<file path="src/hdl/u8d_pkg.sv">
// Shared types and constants of the UTF-8 byte stream decoder.
package u8d_pkg;

    // Width of a decoded code point.
    localparam int unsigned CP_W = 21;

    // Result slots per bundle; one input byte completes at most three code points.
    localparam int unsigned MAX_PTS = 4;

    // Width of the padded output data word.
    localparam int unsigned TDATA_OUT_W = 24;

    // One decoded result before it leaves the block.
    typedef struct packed {
        logic [CP_W-1:0] cp;
        logic            valid;
    } t_point;

    // All results caused by one input item, in output order.
    typedef struct packed {
        t_point [MAX_PTS-1:0] pts;
        logic [1:0]           last_idx;
        logic                 done;
    } t_bundle;

endpackage

</file>
<file path="src/hdl/utf8_byte_stream_decoder_core.sv">
// Top level of the UTF-8 byte stream decoder: front end, bundle queue, output side.
//
// The input channel takes one byte of UTF-8 text per item on s_axis_tdata, with
// s_axis_tlast high on the final byte of a text. The output channel gives one
// code point per item on m_axis_tdata; m_axis_tuser is high when the item holds
// a decoded value and low for an end-only marker; m_axis_tlast marks the last
// result of a text. A byte may complete zero to three code points.
// Throughput is one input byte per cycle as long as results drain at the same
// rate; the output side sends one result per cycle while m_axis_tready is
// high, so a byte that completes several results takes one output item for
// each. Bytes are decoded by the front end in the cycle they are accepted and
// the results are written as one bundle into a queue of QUEUE_DEPTH entries.
// When the receiver stalls, the queue fills and s_axis_tready drops once it
// is full; no result is lost. Reset clears the pending bytes and empties the
// queue.
module utf8_byte_stream_decoder_core #(
    parameter int unsigned QUEUE_DEPTH = 4
) (
    input  logic        i_clk,
    input  logic        i_rst_n,
    input  logic        s_axis_tvalid,
    output logic        s_axis_tready,
    input  logic [7:0]  s_axis_tdata,  // [7:0] text_byte
    input  logic        s_axis_tlast,
    output logic        m_axis_tvalid,
    input  logic        m_axis_tready,
    output logic [23:0] m_axis_tdata,  // [20:0] code_point, [23:21] zero
    output logic        m_axis_tuser,  // [0] point_valid
    output logic        m_axis_tlast
);

    logic             accept;
    logic             push;
    logic             pop;
    logic             full;
    logic             nonempty;
    u8d_pkg::t_bundle bundle_in;
    u8d_pkg::t_bundle bundle_head;

    // Accept a byte whenever the queue has room for its bundle.
    assign s_axis_tready = !full;
    assign accept        = s_axis_tvalid && !full;

    u8d_front u_front (
        .i_clk    (i_clk),
        .i_rst_n  (i_rst_n),
        .i_accept (accept),
        .i_byte   (s_axis_tdata),
        .i_end    (s_axis_tlast),
        .o_push   (push),
        .o_bundle (bundle_in)
    );

    u8d_queue #(
        .DEPTH (QUEUE_DEPTH)
    ) u_queue (
        .i_clk      (i_clk),
        .i_rst_n    (i_rst_n),
        .i_push     (push),
        .i_data     (bundle_in),
        .i_pop      (pop),
        .o_full     (full),
        .o_nonempty (nonempty),
        .o_head     (bundle_head)
    );

    u8d_back u_back (
        .i_clk         (i_clk),
        .i_rst_n       (i_rst_n),
        .i_nonempty    (nonempty),
        .i_head        (bundle_head),
        .o_pop         (pop),
        .m_axis_tvalid (m_axis_tvalid),
        .m_axis_tready (m_axis_tready),
        .m_axis_tdata  (m_axis_tdata),
        .m_axis_tuser  (m_axis_tuser),
        .m_axis_tlast  (m_axis_tlast)
    );

endmodule

</file>
<file path="src/hdl/u8d_front.sv">
// Front end: holds pending bytes, decodes each incoming byte into a result bundle.
module u8d_front (
    input  logic            i_clk,
    input  logic            i_rst_n,
    input  logic            i_accept,
    input  logic [7:0]      i_byte,
    input  logic            i_end,
    output logic            o_push,
    output u8d_pkg::t_bundle o_bundle
);

    // Pending bytes of an incomplete form; the first one is always a lead.
    logic [7:0] r_held [3];
    logic [1:0] r_held_cnt;
    logic [7:0] n_held [3];
    logic [1:0] n_held_cnt;

    // Working window and per-position decode.
    logic [7:0]      win     [4];
    logic [2:0]      need    [4];
    logic            cont_ok [4];
    logic [20:0]     cp_at   [4];
    logic            legal   [4];
    logic [2:0]      num;

    // Length of the form that a lead byte opens; zero for bytes that cannot lead.
    function automatic logic [2:0] form_len(input logic [7:0] b);
        logic [2:0] len;
        if (b[7] == 1'b0) begin
            len = 3'd1;
        end else if (b[7:5] == 3'b110) begin
            len = 3'd2;
        end else if (b[7:4] == 4'b1110) begin
            len = 3'd3;
        end else if (b[7:3] == 5'b11110) begin
            len = 3'd4;
        end else begin
            len = 3'd0;
        end
        return len;
    endfunction

    // Build the window: held bytes followed by the new byte.
    always_comb begin
        num = {1'b0, r_held_cnt} + 3'd1;
        for (int i = 0; i < 3; i++) begin
            win[i] = (r_held_cnt == 2'(i)) ? i_byte : r_held[i];
        end
        win[3] = i_byte;
    end

    // Decode a form starting at every position of the window in parallel.
    always_comb begin
        for (int p = 0; p < 4; p++) begin
            logic [7:0] b0;
            logic [7:0] b1;
            logic [7:0] b2;
            logic [7:0] b3;
            b0 = win[2'(p)];
            b1 = win[2'(p + 1)];
            b2 = win[2'(p + 2)];
            b3 = win[2'(p + 3)];
            need[p] = form_len(b0);
            cont_ok[p] = 1'b1;
            if (need[p] >= 3'd2 && b1[7:6] != 2'b10) cont_ok[p] = 1'b0;
            if (need[p] >= 3'd3 && b2[7:6] != 2'b10) cont_ok[p] = 1'b0;
            if (need[p] >= 3'd4 && b3[7:6] != 2'b10) cont_ok[p] = 1'b0;
            case (need[p])
                3'd1:    cp_at[p] = {13'd0, b0};
                3'd2:    cp_at[p] = {10'd0, b0[4:0], b1[5:0]};
                3'd3:    cp_at[p] = {5'd0, b0[3:0], b1[5:0], b2[5:0]};
                3'd4:    cp_at[p] = {b0[2:0], b1[5:0], b2[5:0], b3[5:0]};
                default: cp_at[p] = '0;
            endcase
            // Reject values beyond the Unicode range and the surrogate block.
            legal[p] = (cp_at[p] <= 21'h10FFFF) &&
                       !((cp_at[p] >= 21'h00D800) && (cp_at[p] <= 21'h00DFFF));
        end
    end

    // Walk the window from the front, collecting results and what is left over.
    always_comb begin
        logic [2:0] pos;
        logic [2:0] cnt;
        logic       stop;
        logic [1:0] idx;
        logic [2:0] rem;
        pos = 3'd0;
        cnt = 3'd0;
        stop = 1'b0;
        idx = 2'd0;
        o_bundle = '0;
        for (int s = 0; s < 4; s++) begin
            if (!stop && pos < num) begin
                idx = pos[1:0];
                case (need[idx])
                    3'd0: begin
                        pos = pos + 3'd1;
                    end
                    3'd1: begin
                        o_bundle.pts[cnt[1:0]] = '{cp: cp_at[idx], valid: 1'b1};
                        cnt = cnt + 3'd1;
                        pos = pos + 3'd1;
                    end
                    default: begin
                        if ((num - pos) < need[idx]) begin
                            stop = 1'b1;
                        end else if (!cont_ok[idx]) begin
                            // Only the lead is dropped; the rest is scanned again.
                            pos = pos + 3'd1;
                        end else begin
                            pos = pos + need[idx];
                            if (legal[idx]) begin
                                o_bundle.pts[cnt[1:0]] = '{cp: cp_at[idx], valid: 1'b1};
                                cnt = cnt + 3'd1;
                            end
                        end
                    end
                endcase
            end
        end

        // The end of a text with no result still gives an end marker.
        if (i_end && cnt == 3'd0) begin
            o_bundle.pts[0] = '{cp: '0, valid: 1'b0};
            cnt = 3'd1;
        end
        o_bundle.last_idx = 2'(cnt - 3'd1);
        o_bundle.done = i_end;
        o_push = i_accept && (cnt != 3'd0);

        // Keep the unfinished tail unless the text ends here.
        rem = stop ? (num - pos) : 3'd0;
        n_held_cnt = i_end ? 2'd0 : rem[1:0];
        for (int i = 0; i < 3; i++) begin
            n_held[i] = win[2'(pos[1:0] + 2'(i))];
        end
    end

    // Pending byte state.
    always_ff @(posedge i_clk) begin
        if (!i_rst_n) begin
            r_held_cnt <= 2'd0;
        end else if (i_accept) begin
            r_held_cnt <= n_held_cnt;
        end
    end

    always_ff @(posedge i_clk) begin
        if (i_accept) begin
            for (int i = 0; i < 3; i++) begin
                r_held[i] <= n_held[i];
            end
        end
    end

endmodule

</file>
<file path="src/hdl/u8d_queue.sv">
// Short queue of result bundles between the front end and the output side.
module u8d_queue #(
    parameter int unsigned DEPTH = 4
) (
    input  logic             i_clk,
    input  logic             i_rst_n,
    input  logic             i_push,
    input  u8d_pkg::t_bundle i_data,
    input  logic             i_pop,
    output logic             o_full,
    output logic             o_nonempty,
    output u8d_pkg::t_bundle o_head
);

    localparam int unsigned PTR_W = (DEPTH > 1) ? $clog2(DEPTH) : 1;
    localparam int unsigned CNT_W = $clog2(DEPTH + 1);

    u8d_pkg::t_bundle r_slots [DEPTH];
    logic [PTR_W-1:0] r_wr_ptr;
    logic [PTR_W-1:0] r_rd_ptr;
    logic [CNT_W-1:0] r_count;

    assign o_full     = (r_count == CNT_W'(DEPTH));
    assign o_nonempty = (r_count != '0);
    assign o_head     = r_slots[r_rd_ptr];

    // Pointers and fill level.
    always_ff @(posedge i_clk) begin
        if (!i_rst_n) begin
            r_wr_ptr <= '0;
            r_rd_ptr <= '0;
            r_count  <= '0;
        end else begin
            if (i_push) begin
                r_wr_ptr <= (r_wr_ptr == PTR_W'(DEPTH - 1)) ? '0 : r_wr_ptr + 1'b1;
            end
            if (i_pop) begin
                r_rd_ptr <= (r_rd_ptr == PTR_W'(DEPTH - 1)) ? '0 : r_rd_ptr + 1'b1;
            end
            if (i_push && !i_pop) begin
                r_count <= r_count + 1'b1;
            end else if (!i_push && i_pop) begin
                r_count <= r_count - 1'b1;
            end
        end
    end

    // Bundle storage.
    always_ff @(posedge i_clk) begin
        if (i_push) begin
            r_slots[r_wr_ptr] <= i_data;
        end
    end

endmodule

</file>
<file path="src/hdl/u8d_back.sv">
// Output side: sends the results of each queued bundle one item at a time.
module u8d_back (
    input  logic                              i_clk,
    input  logic                              i_rst_n,
    input  logic                              i_nonempty,
    input  u8d_pkg::t_bundle                  i_head,
    output logic                              o_pop,
    output logic                              m_axis_tvalid,
    input  logic                              m_axis_tready,
    output logic [u8d_pkg::TDATA_OUT_W-1:0]   m_axis_tdata,
    output logic                              m_axis_tuser,
    output logic                              m_axis_tlast
);

    logic [1:0]      r_idx;
    logic            last_of_bundle;
    logic            fire;
    u8d_pkg::t_point cur;

    // Present the current result of the head bundle.
    always_comb begin
        cur            = i_head.pts[r_idx];
        last_of_bundle = (r_idx == i_head.last_idx);
        fire           = i_nonempty && m_axis_tready;
        m_axis_tvalid  = i_nonempty;
        m_axis_tdata   = {{(u8d_pkg::TDATA_OUT_W - u8d_pkg::CP_W){1'b0}}, cur.cp};
        m_axis_tuser   = cur.valid;
        m_axis_tlast   = i_head.done && last_of_bundle;
        o_pop          = fire && last_of_bundle;
    end

    // Step through the bundle; release it after its last result.
    always_ff @(posedge i_clk) begin
        if (!i_rst_n) begin
            r_idx <= 2'd0;
        end else if (fire) begin
            r_idx <= last_of_bundle ? 2'd0 : r_idx + 2'd1;
        end
    end

endmodule
</file>
<file path="config.mk">
export PLATFORM = sky130hd
export DESIGN_NAME = utf8_byte_stream_decoder_core
export DESIGN_NICKNAME = d
export VERILOG_FILES = /design/src/hdl/u8d_pkg.sv /design/src/hdl/utf8_byte_stream_decoder_core.sv /design/src/hdl/u8d_front.sv /design/src/hdl/u8d_queue.sv /design/src/hdl/u8d_back.sv
export SDC_FILE = /design/constraint.sdc
export NUM_CORES = 1
export LEC_CHECK = 0
export ABC_AREA = 1
export ABC_CLOCK_PERIOD_IN_PS = 19250
export BUFFER_PORTS_ARGS = -buffer_cell sky130_fd_sc_hd__buf_2
export CORE_AREA = 2 2 231 233
export DETAILED_ROUTE_END_ITERATION = 16
export DIE_AREA = 0 0 233 235
export SYNTH_ARGS = -nofsm -noshare
export SYNTH_HDL_FRONTEND = slang
export SYNTH_SLANG_ARGS = --single-unit
</file>
<file path="constraint.sdc">
create_clock -name i_clk -period 19.25 [get_ports i_clk]
set_input_delay 0.9625 -clock i_clk [delete_from_list [all_inputs] [get_ports i_clk]]
set_output_delay 0.9625 -clock i_clk [all_outputs]
set_load 0.01 [all_outputs]
</file>
[After elaboration in Yosys (flattened, before gate mapping)]
Memories as Yosys holds them, arrays and structs flattened. A register that Yosys moved wholly into a read port is not among the register bits.
Cells that the tools add are included.
Cells by class
  add/sub/neg operators: 22
  order comparisons: 29
  eq/ne operators: 25
  multiplexer cells: 154
  bitwise logic cells: 6
  reduce and logical (&&, ||, !) cells: 41
Operator list (count)
  $mux W88: 12
  $pmux W88 S2: 3
  $bwmux W88: 3
  $mux W22: 9
  $pmux W21 S4: 2
  $demux W22 S2: 3
  $mux W3: 44
  $bmux W21 S2: 3
  $mux W21: 6
  $mux W8: 9
  $bmux W8 S2: 3
  $bmux W22 S2: 1
  $pmux W22 S2: 1
  $ge A21 B16 Y1 const B: 2
  $le A21 B16 Y1 const B: 2
  $le A21 B21 Y1 const B: 2
  $mux W1: 31
  $pmux W3 S2: 4
  $mux W2: 11
  $ge A3 B3 Y1 const B: 7
  $lt A3 B3 Y1: 7
  $logic_and A1 B1 Y1: 20
  $add A3 B1 Y3 const B: 6
  $bmux W3 S2: 3
  30 further kinds: 83
Storage, ports and cells
  register bits: 11
  bits in writable memories: 388
  bits of input ports: 13
  output and inout port bits: 28
  word-level logic and storage cells: 284
  memories kept: 2
Memories
  u_queue.r_slots: words 4, bits a word 91, rd ports 1, clocked after Yosys merged registers in 1, write ports 1, line u8d_queue.sv:18  | u8d_pkg::t_bundle r_slots [DEPTH];
  u_front.r_held: words 3, bits a word 8, rd ports 3, clocked after Yosys merged registers in 0, write ports 3, line u8d_front.sv:13  | logic [7:0] r_held [3];

[Logic depth before layout (Yosys ltp)]
Gate-level depths: netlist of run 1.
  depth in word-level cells: 49
  mapped depth: 76
  mapped depth without buffers: 71

[Cells and area by module]
Synthesis of run 1 repeated with hierarchy kept, for this count alone.
Second synthesis, totals
  cells, all modules: 2422
  area, all modules: 22277.6 µm²
By module, submodules not included
  u8d_queue: times used 1, cells each 940, area each 13945.9 µm², seq. area each 11110.7 µm²
  u8d_front: times used 1, cells each 1324, area each 7507.2 µm², seq. area each 760.7 µm²
  u8d_back: times used 1, cells each 155, area each 810.8 µm², seq. area each 40.0 µm²
  utf8_byte_stream_decoder_core: times used 1, cells each 3, area each 13.8 µm², seq. area each 0.0 µm²

[Worst setup path before layout of run 1]
No wires, ideal clock.
  path type: input -> register
  start point: input port s_axis_tdata[6]
  end point: memory u_queue.r_slots[0][0] (netlist bit), enable pin
  library setup time: 542 ps
  data arrival time: 13594 ps
  required time: 18708 ps
  path slack: 5114 ps
  stages: 59
  path buffers: 6
  cell sequence: inv_1 > nand2_1 > nand2_1 > nor2_4 > nand2_2 > nor2_2 > inv_1 > clkbuf_1 > ha_1 > a21oi_1 > nand3_2 > nand2_8 > inv_6 > ha_1 > fa_1 > xnor2_1 > ha_1 > nand2_1 > (+23 left out) > ha_1 > inv_1 > fa_1 > xor2_1 > ha_1 > a21oi_1 > nand3_2 > nand3_4 > inv_2 > o21ai_2 > nand2_1 > nor2_4 > buf_6 > nor2_1 > ha_1 > nand3_1 > nand2_1 > nor2_1
Between the ends
  word-level cells in the longest chain between the ends: 46
  elaborated cells between the ends (all ways): 157
  those cells by class: 10 x add/sub; 15 x order compare; 19 x eq/ne; 85 x mux; 3 x bitwise; 25 x reduce/logical
Ends and longest elaborated chain
  start: declaration: line utf8_byte_stream_decoder_core.sv:23  | input logic [7:0] s_axis_tdata,
  branches (longest 38 deep; another with $ge A21 B16 Y1)
  $mux W3 *: line u8d_front.sv:94  | if (!stop && pos < num) begin
  $logic_not A3 Y1: line u8d_front.sv:124  | if (i_end && cnt == 3'd0) begin
  $logic_and A1 B1 Y1: line u8d_front.sv:124
  $mux W3 *: line u8d_front.sv:124
  $reduce_bool A3 Y1 *: line u8d_front.sv:130  | o_push = i_accept && (cnt != 3'd0);
  $logic_and A1 B1 Y1 *: line u8d_front.sv:130
  $mux W1 *: line u8d_queue.sv:50  | if (i_push) begin
  $mux W1 (implied by the code) *: line u8d_queue.sv:51  | r_slots[r_wr_ptr] <= i_data;
  end: declaration: line u8d_queue.sv:18
Every way passes the cells marked *. The select of a mux whose other input is x is not followed.

[Worst setup path after layout of run 1]
  start point: register u_front.r_held_cnt[0]
  end point: memory u_queue.r_slots[2][71] (netlist bit), enable pin
Between the ends
  word-level cells in the longest chain between the ends: 47
  elaborated cells between the ends (all ways): 161
  those cells by class: 11 x add/sub; 16 x order compare; 20 x eq/ne; 85 x mux; 3 x bitwise; 26 x reduce/logical
Ends and longest elaborated chain
  start: declaration: line u8d_front.sv:14  | logic [1:0] r_held_cnt;
  start signal: assignment: line u8d_front.sv:145  | r_held_cnt <= n_held_cnt;
  branches (longest 39 deep; another with $ge A21 B16 Y1)
  $mux W3 *: line u8d_front.sv:94
  $logic_not A3 Y1: line u8d_front.sv:124
  $logic_and A1 B1 Y1: line u8d_front.sv:124
  $mux W3 *: line u8d_front.sv:124
  $reduce_bool A3 Y1 *: line u8d_front.sv:130
  $logic_and A1 B1 Y1 *: line u8d_front.sv:130
  $mux W1 *: line u8d_queue.sv:50
  $mux W1 (implied by the code) *: line u8d_queue.sv:51
Marked as above.

==> flow_summary.json, run 1 <==
{
  "synth_seq_area_share_pct": 54.8,
  "path_buf_inv": 12,
  "post_cts_buffers": 0,
  "drc": 0,
  "globalRoute.totalOverflow": 0,
  "grt_pass1_wl_um": 99300,
  "drt-wirelength-per-cell_um": 21.1,
  "cp_max_fo": 52,
  "drive_gt1_share_pct": 8.28,
  "fin_cells": 3032,
  "clk_pin_slew_ps": 60,
  "relSlewSlack_pct": 24.8,
  "tightest_slew_ps": 1120,
  "yosysMostFrequentCell": "nand2_1",
  "max_freq_mhz": 73.9,
  "fillCellCount": 4909,
  "netlist_area_um2": 21700,
  "place_inst": 2954,
  "setup_viol": 0,
  "drv_cap": 0,
  "skew_ps": 28.0,
  "critPathCaptureType": "flop",
  "routed_wl_um": 64100,
  "gp_congestion": 0.956,
  "finalWorstPathRequiredPeriod_ps": 13530,
  "layout.nets": 2376,
  "synth_cells": 2344,
  "insertedDiodeCount": 0,
  "worstSetupPathType": "flop to flop",
  "cts_sinks": 401,
  "synthFlopType": "edfxtp_1",
  "dp_hpwl_um": 41900,
  "num_vias": 17500,
  "drt_pass1_iterations": 6,
  "core_um2": 52200,
  "track_usage_pct": 23.2,
  "initial_utilization_pct": 41.6,
  "ioPinCount": 41,
  "ctsResizeCount": 0,
  "rsz0062_at_grt": "no",
  "fp.dieH_um": 235,
  "port_buffers": 37,
  "syn_avg_cell_area_um2": 9.27,
  "die_w_um": 233,
  "area_growth_syn_to_layout_pct": 9.15,
  "cp_top_family": "simple AND/OR/NAND/NOR gates",
  "crit_arrival_ps": 13710,
  "cts_buffer_depth": 3,
  "synth_seq_cells": 401,
  "cts_root_buf": "clkbuf_16",
  "timing.final.ws_setup_ps": 5720,
  "cts_tree": "built",
  "die-area_um2": 54800,
  "synth_top_area_share_pct": 53.6,
  "yosys.area.top_type": "edfxtp_1",
  "postRouteAntennaNets": 0,
  "max_stage_delay_ps": 650,
  "synth.distinct_cells": 57,
  "required_ps": 19430,
  "drv_slew": 0,
  "synth-edff-count": 388,
  "outcome": "finished, final reports clean",
  "yosysWarnings": 0,
  "antenna_found_initial": 2,
  "synthTopCellsByCount": "nand2_1 (403), edfxtp_1 (388), o21ai_0 (337)",
  "insertion_delay_ps": 560,
  "period_share_pct": 70.3,
  "postCtsHoldBufs": 0,
  "rows": 84,
  "hold_path.class": "flop to flop",
  "grt_max_degree": 102,
  "pre_cts_ws_ps": 5980,
  "critPathSlowestCell": "buf_4",
  "htree_levels": 2,
  "synthArstFlopShare_pct": 0,
  "hold_violations": 0,
  "vias_per_cell": 5.77,
  "grt_pass1_vias": 16700,
  "drt-initial-drc-count": 1811,
  "numCtsBuffers": 42,
  "synthTopCellsByArea": "edfxtp_1 (54%), o21ai_0 (7.8%), nand2_1 (7.0%)",
  "tns_ps": 0,
  "critPathLaunchType": "flop",
  "cpMostUsedCell": "nand2_1"
}
path summary, 6_finish.rpt:
check | from | to | slack [ps] | cells past startpoint
setup / recovery | u_front.r_held_cnt[0]$_SDFFE_PN0P_ | u_queue.r_slots[2][71]$_DFFE_PP_ | 5720 | 58
hold / removal | u_queue.r_count[2]$_SDFFE_PN0P_ | u_queue.r_count[2]$_SDFFE_PN0P_ | 500 | 2
setup reg to reg | u_front.r_held_cnt[0]$_SDFFE_PN0P_ | u_queue.r_slots[2][71]$_DFFE_PP_ | 5720 | 58
hold reg to reg | u_queue.r_count[2]$_SDFFE_PN0P_ | u_queue.r_count[2]$_SDFFE_PN0P_ | 500 | 2
layout make-up:
cell class              instances  area [um2]  share of cell area [%]
flip-flops and latches        401       11900                    50.3
multi-input cells            1613        8520                    35.9
clock buffers                  56        1150                    4.87
well taps                     688         861                    3.63
inverters                     190         723                    3.05
repair buffers                 62         373                    1.57
clock inverters                22         160                   0.675
cell families after synthesis:
| kind of cell | after synthesis | share of synthesized area (%) |
|---|---|---|
| flip-flops | 401 | 54.8 |
| AO/OA/AOI/OAI | 674 | 18.7 |
| AND/OR/NAND/NOR | 869 | 16.6 |
| adder cells (fa/ha/maj) | 53 | 3.19 |
| other | 1 | 0.0173 |
| buffers and inverters | 332 | 6.12 |
| XOR/XNOR | 14 | 0.564 |
metrics by stage:
stage	area [um2]	utilization, %	hold slack (ps)
2_1_floorplan	21700	-	459
3_3_place_gp	22400	42.9	470
3_5_place_dp	22400	42.9	487
4_1_cts	23700	45.4	499
5_1_grt	23700	45.4	520
6_report	23700	45.4	503
layout by cell type, fill, tap and decap left out, types with 4 or more instances in the layout:
cell type / n
a211oi_1: 8
a21oi_1: 36
a22oi_1: 16
a31oi_1: 5
buf_2: 37
buf_4: 25
clkbuf_1: 10
clkbuf_16: 43
clkinv_1: 8
clkinv_2: 9
dfxtp_1: 10
edfxtp_1: 388
fa_1: 4
ha_1: 49
inv_1: 172
inv_2: 14
nand2_1: 403
nand2_2: 18
nand3_1: 88
nand3_2: 6
nand3b_1: 4
nand4_1: 5
nor2_1: 319
nor2_2: 4
nor2_4: 7
nor3_1: 4
o211ai_1: 68
o21ai_0: 337
o21ai_1: 32
o21ai_2: 4
o221ai_1: 69
o22ai_1: 82
xnor2_1: 5
xor2_1: 9
registers in the layout, indices dropped and copies added, names as in the netlist, named ones only:
signal	cells
u_front.r_held	24
u_queue.r_rd_ptr	2
u_queue.r_slots	364
u_front.r_held_cnt	2
u_queue.r_wr_ptr	2
u_back.r_idx	2
u_queue.r_count	3
metal layers:
layer | up-vias | global-route usage (%) | part of all wire (%) | wire length, um
li1 | 8272 | - | - | -
met1 | 8497 | 32.5 | 44 | 28200
met2 | 609 | 37.2 | 47 | 30100
met3 | 102 | 3.71 | 6.8 | 4390
met4 | 0 | 6.72 | 2.3 | 1480
met5 | - | 0 | 0 | 0
tightest hold or removal path: cells and delay by family, from the launching register on:
kind / cells / cell delay (ps)
AO/OA/AOI/OAI: 1 / 70
buffers and inverters: 1 / 80
flip-flops: 1 / 310
Power of run 1 is left out: the tool's default activity adds up to more than one toggle a clock period on the data nets, which glitch-free logic cannot reach.
==> inputs of run 2 (changes only) <==
--- a/config.mk
+++ b/config.mk
@@ -6,7 +6,7 @@
 export NUM_CORES = 1
 export LEC_CHECK = 0
 export ABC_AREA = 1
-export ABC_CLOCK_PERIOD_IN_PS = 19250
+export ABC_CLOCK_PERIOD_IN_PS = 11800
 export BUFFER_PORTS_ARGS = -buffer_cell sky130_fd_sc_hd__buf_2
 export CORE_AREA = 2 2 231 233
 export DETAILED_ROUTE_END_ITERATION = 16
==> constraint.sdc (replaced) <==
create_clock -name i_clk -period 11.8 [get_ports i_clk]
set_input_delay 0.59 -clock i_clk [delete_from_list [all_inputs] [get_ports i_clk]]
set_output_delay 0.59 -clock i_clk [all_outputs]
set_load 0.01 [all_outputs]
==> run 2 against run 1 <==
Against the previous run: core utilization increased by 0.73 points; sequential share of layout area down 0.79 points; die area stayed put; non-clock buffer count increased by 25; critical path depth is 7 higher; clock-buffer cell count is 2 lower; routed wire length increased by 0.17%; cell area grew 1.6%; clock skew is 6.1 ps lower; hold slack lost 160 ps; sequential cell count is the same; register-to-register slack lost 4600 ps.
==> flow_summary.json, run 2 (synthesis results as in run 1) <==
{
  "routed_wl_um": 64200,
  "tightest_slew_ps": 1020,
  "cts_buffer_depth": 3,
  "postRouteAntennaNets": 0,
  "max_freq_mhz": 93.3,
  "drive_gt1_share_pct": 9.26,
  "utilization_pct": 46.1,
  "cts_tree": "built",
  "skew_ps": 21.9,
  "post_cts_buffers": 0,
  "outcome": "finished, final reports clean",
  "cts_root_buf": "clkbuf_16",
  "regMostFlops": "u_queue.r_slots",
  "initial_utilization_pct": 41.6,
  "crit_arrival_ps": 11210,
  "antenna_found_initial": 1,
  "globalRoute.totalOverflow": 0,
  "die-area_um2": 54800,
  "hold_violations": 0,
  "fillCellCount": 4955,
  "vias_per_cell": 5.75,
  "stdcell_area_um2": 24100,
  "htree_levels": 2,
  "rows": 84,
  "drc": 0,
  "numCtsBuffers": 42,
  "ioPinCount": 41,
  "port_buffers": 37,
  "relSlewSlack_pct": 32.3,
  "cp_top_family": "adder cells",
  "gp_congestion": 0.971,
  "reg_top3": "u_queue.r_slots x364, u_front.r_held x24, u_queue.r_count x3",
  "insertedDiodeCount": 0,
  "final_common_cell": "nand2_1",
  "track_usage_pct": 23.4,
  "grt_pass1_vias": 16700,
  "max_stage_delay_ps": 440,
  "critPathSlowestCell": "fa_1",
  "rsz0062_at_grt": "no",
  "final_cell_mix": "nand2_1 (402), edfxtp_1 (388), o21ai_0 (337), nor2_1 (319), inv_1 (171)",
  "layout.nets": 2401,
  "drt-wirelength-per-cell_um": 21.0,
  "cts_sinks": 401,
  "grt_max_degree": 99,
  "cpMostUsedCell": "nand2_1",
  "drv_cap": 0,
  "fp.dieH_um": 235,
  "worstSetupPathType": "flop to flop",
  "drt_pass1_iterations": 8,
  "cp_max_fo": 38,
  "period_share_pct": 90.8,
  "hold_path.class": "input port to flop",
  "largest_reg_flops": 364,
  "die_w_um": 233,
  "drt-initial-drc-count": 1811,
  "dp_hpwl_um": 42600,
  "placed_area_um2": 22700,
  "ctsResizeCount": 0,
  "drv_slew": 0,
  "critPathCaptureType": "flop",
  "critPathLaunchType": "flop",
  "clk_pin_slew_ps": 60,
  "insertion_delay_ps": 560,
  "num_vias": 17600,
  "setup_viol": 0,
  "area_growth_syn_to_layout_pct": 10.9,
  "finalWorstPathRequiredPeriod_ps": 10720,
  "required_ps": 12290,
  "path_buf_inv": 11,
  "grt_pass1_wl_um": 99300,
  "postCtsHoldBufs": 0,
  "core_um2": 52200
}
==> run 2: cell count changes in the layout (fill, tap and decap cells not counted), sizes merged <==
cell | before | now
clkbuf | 56 | 54
bufinv | 1 | 4
buf | 62 | 87
clkinvlp | 2 | 0
clkinv | 19 | 15
inv | 190 | 191
==> run 2: stage by stage <==
step	worst slack (ps)	hold WS (ps)	cells	TNS (ps)
2_1_floorplan	-757	459	2346	-275530
3_3_place_gp	689	474	2979	0
3_5_place_dp	332	485	2979	0
4_1_cts	255	317	3053	0
5_1_grt	104	324	3053	0
6_report	1080	342	3053	0
==> run 2: path summary, 6_finish.rpt <==
check	from	endpoint	slack (ps)	cells after the start
min reg2reg	u_queue.r_count[2]$_SDFFE_PN0P_	u_queue.r_count[2]$_SDFFE_PN0P_	490	2
max	u_front.r_held_cnt[0]$_SDFFE_PN0P_	u_queue.r_count[2]$_SDFFE_PN0P_	1080	65
max reg2reg	u_front.r_held_cnt[0]$_SDFFE_PN0P_	u_queue.r_count[2]$_SDFFE_PN0P_	1080	65
min	i_rst_n	u_queue.r_wr_ptr[1]$_SDFFE_PN0P_	340	3
==> run 2: area by class of cell <==
type	count	area (um2)	area share, %
clock buffers	54	1120	4.64
clock inverters	20	201	0.836
inverters	190	723	3.00
repair buffers	87	723	3.00
flip-flops and latches	401	11900	49.5
multi-input cells	1613	8550	35.5
well taps	688	861	3.57
==> run 2: per-layer routing <==
metal / vias up / share of wire [%] / GRT usage (%)
met1: 8558 / 44 / 33.2
met5: - / 0 / 0
met4: 0 / 1.3 / 4.94
li1: 8301 / - / -
met3: 53 / 7.0 / 3.30
met2: 643 / 48 / 38.2
==> run 2: worst register-to-register path, delay by kind of cell, from the launching register on <==
kind            cells  cell delay [ps]
compound gates      6              890
flops               1              390
xor+xnor            4              670
fa+ha+maj          13             3940
buf+inv            11              990
simple gates       31             3780
Power of run 2 is left out for the same reason.
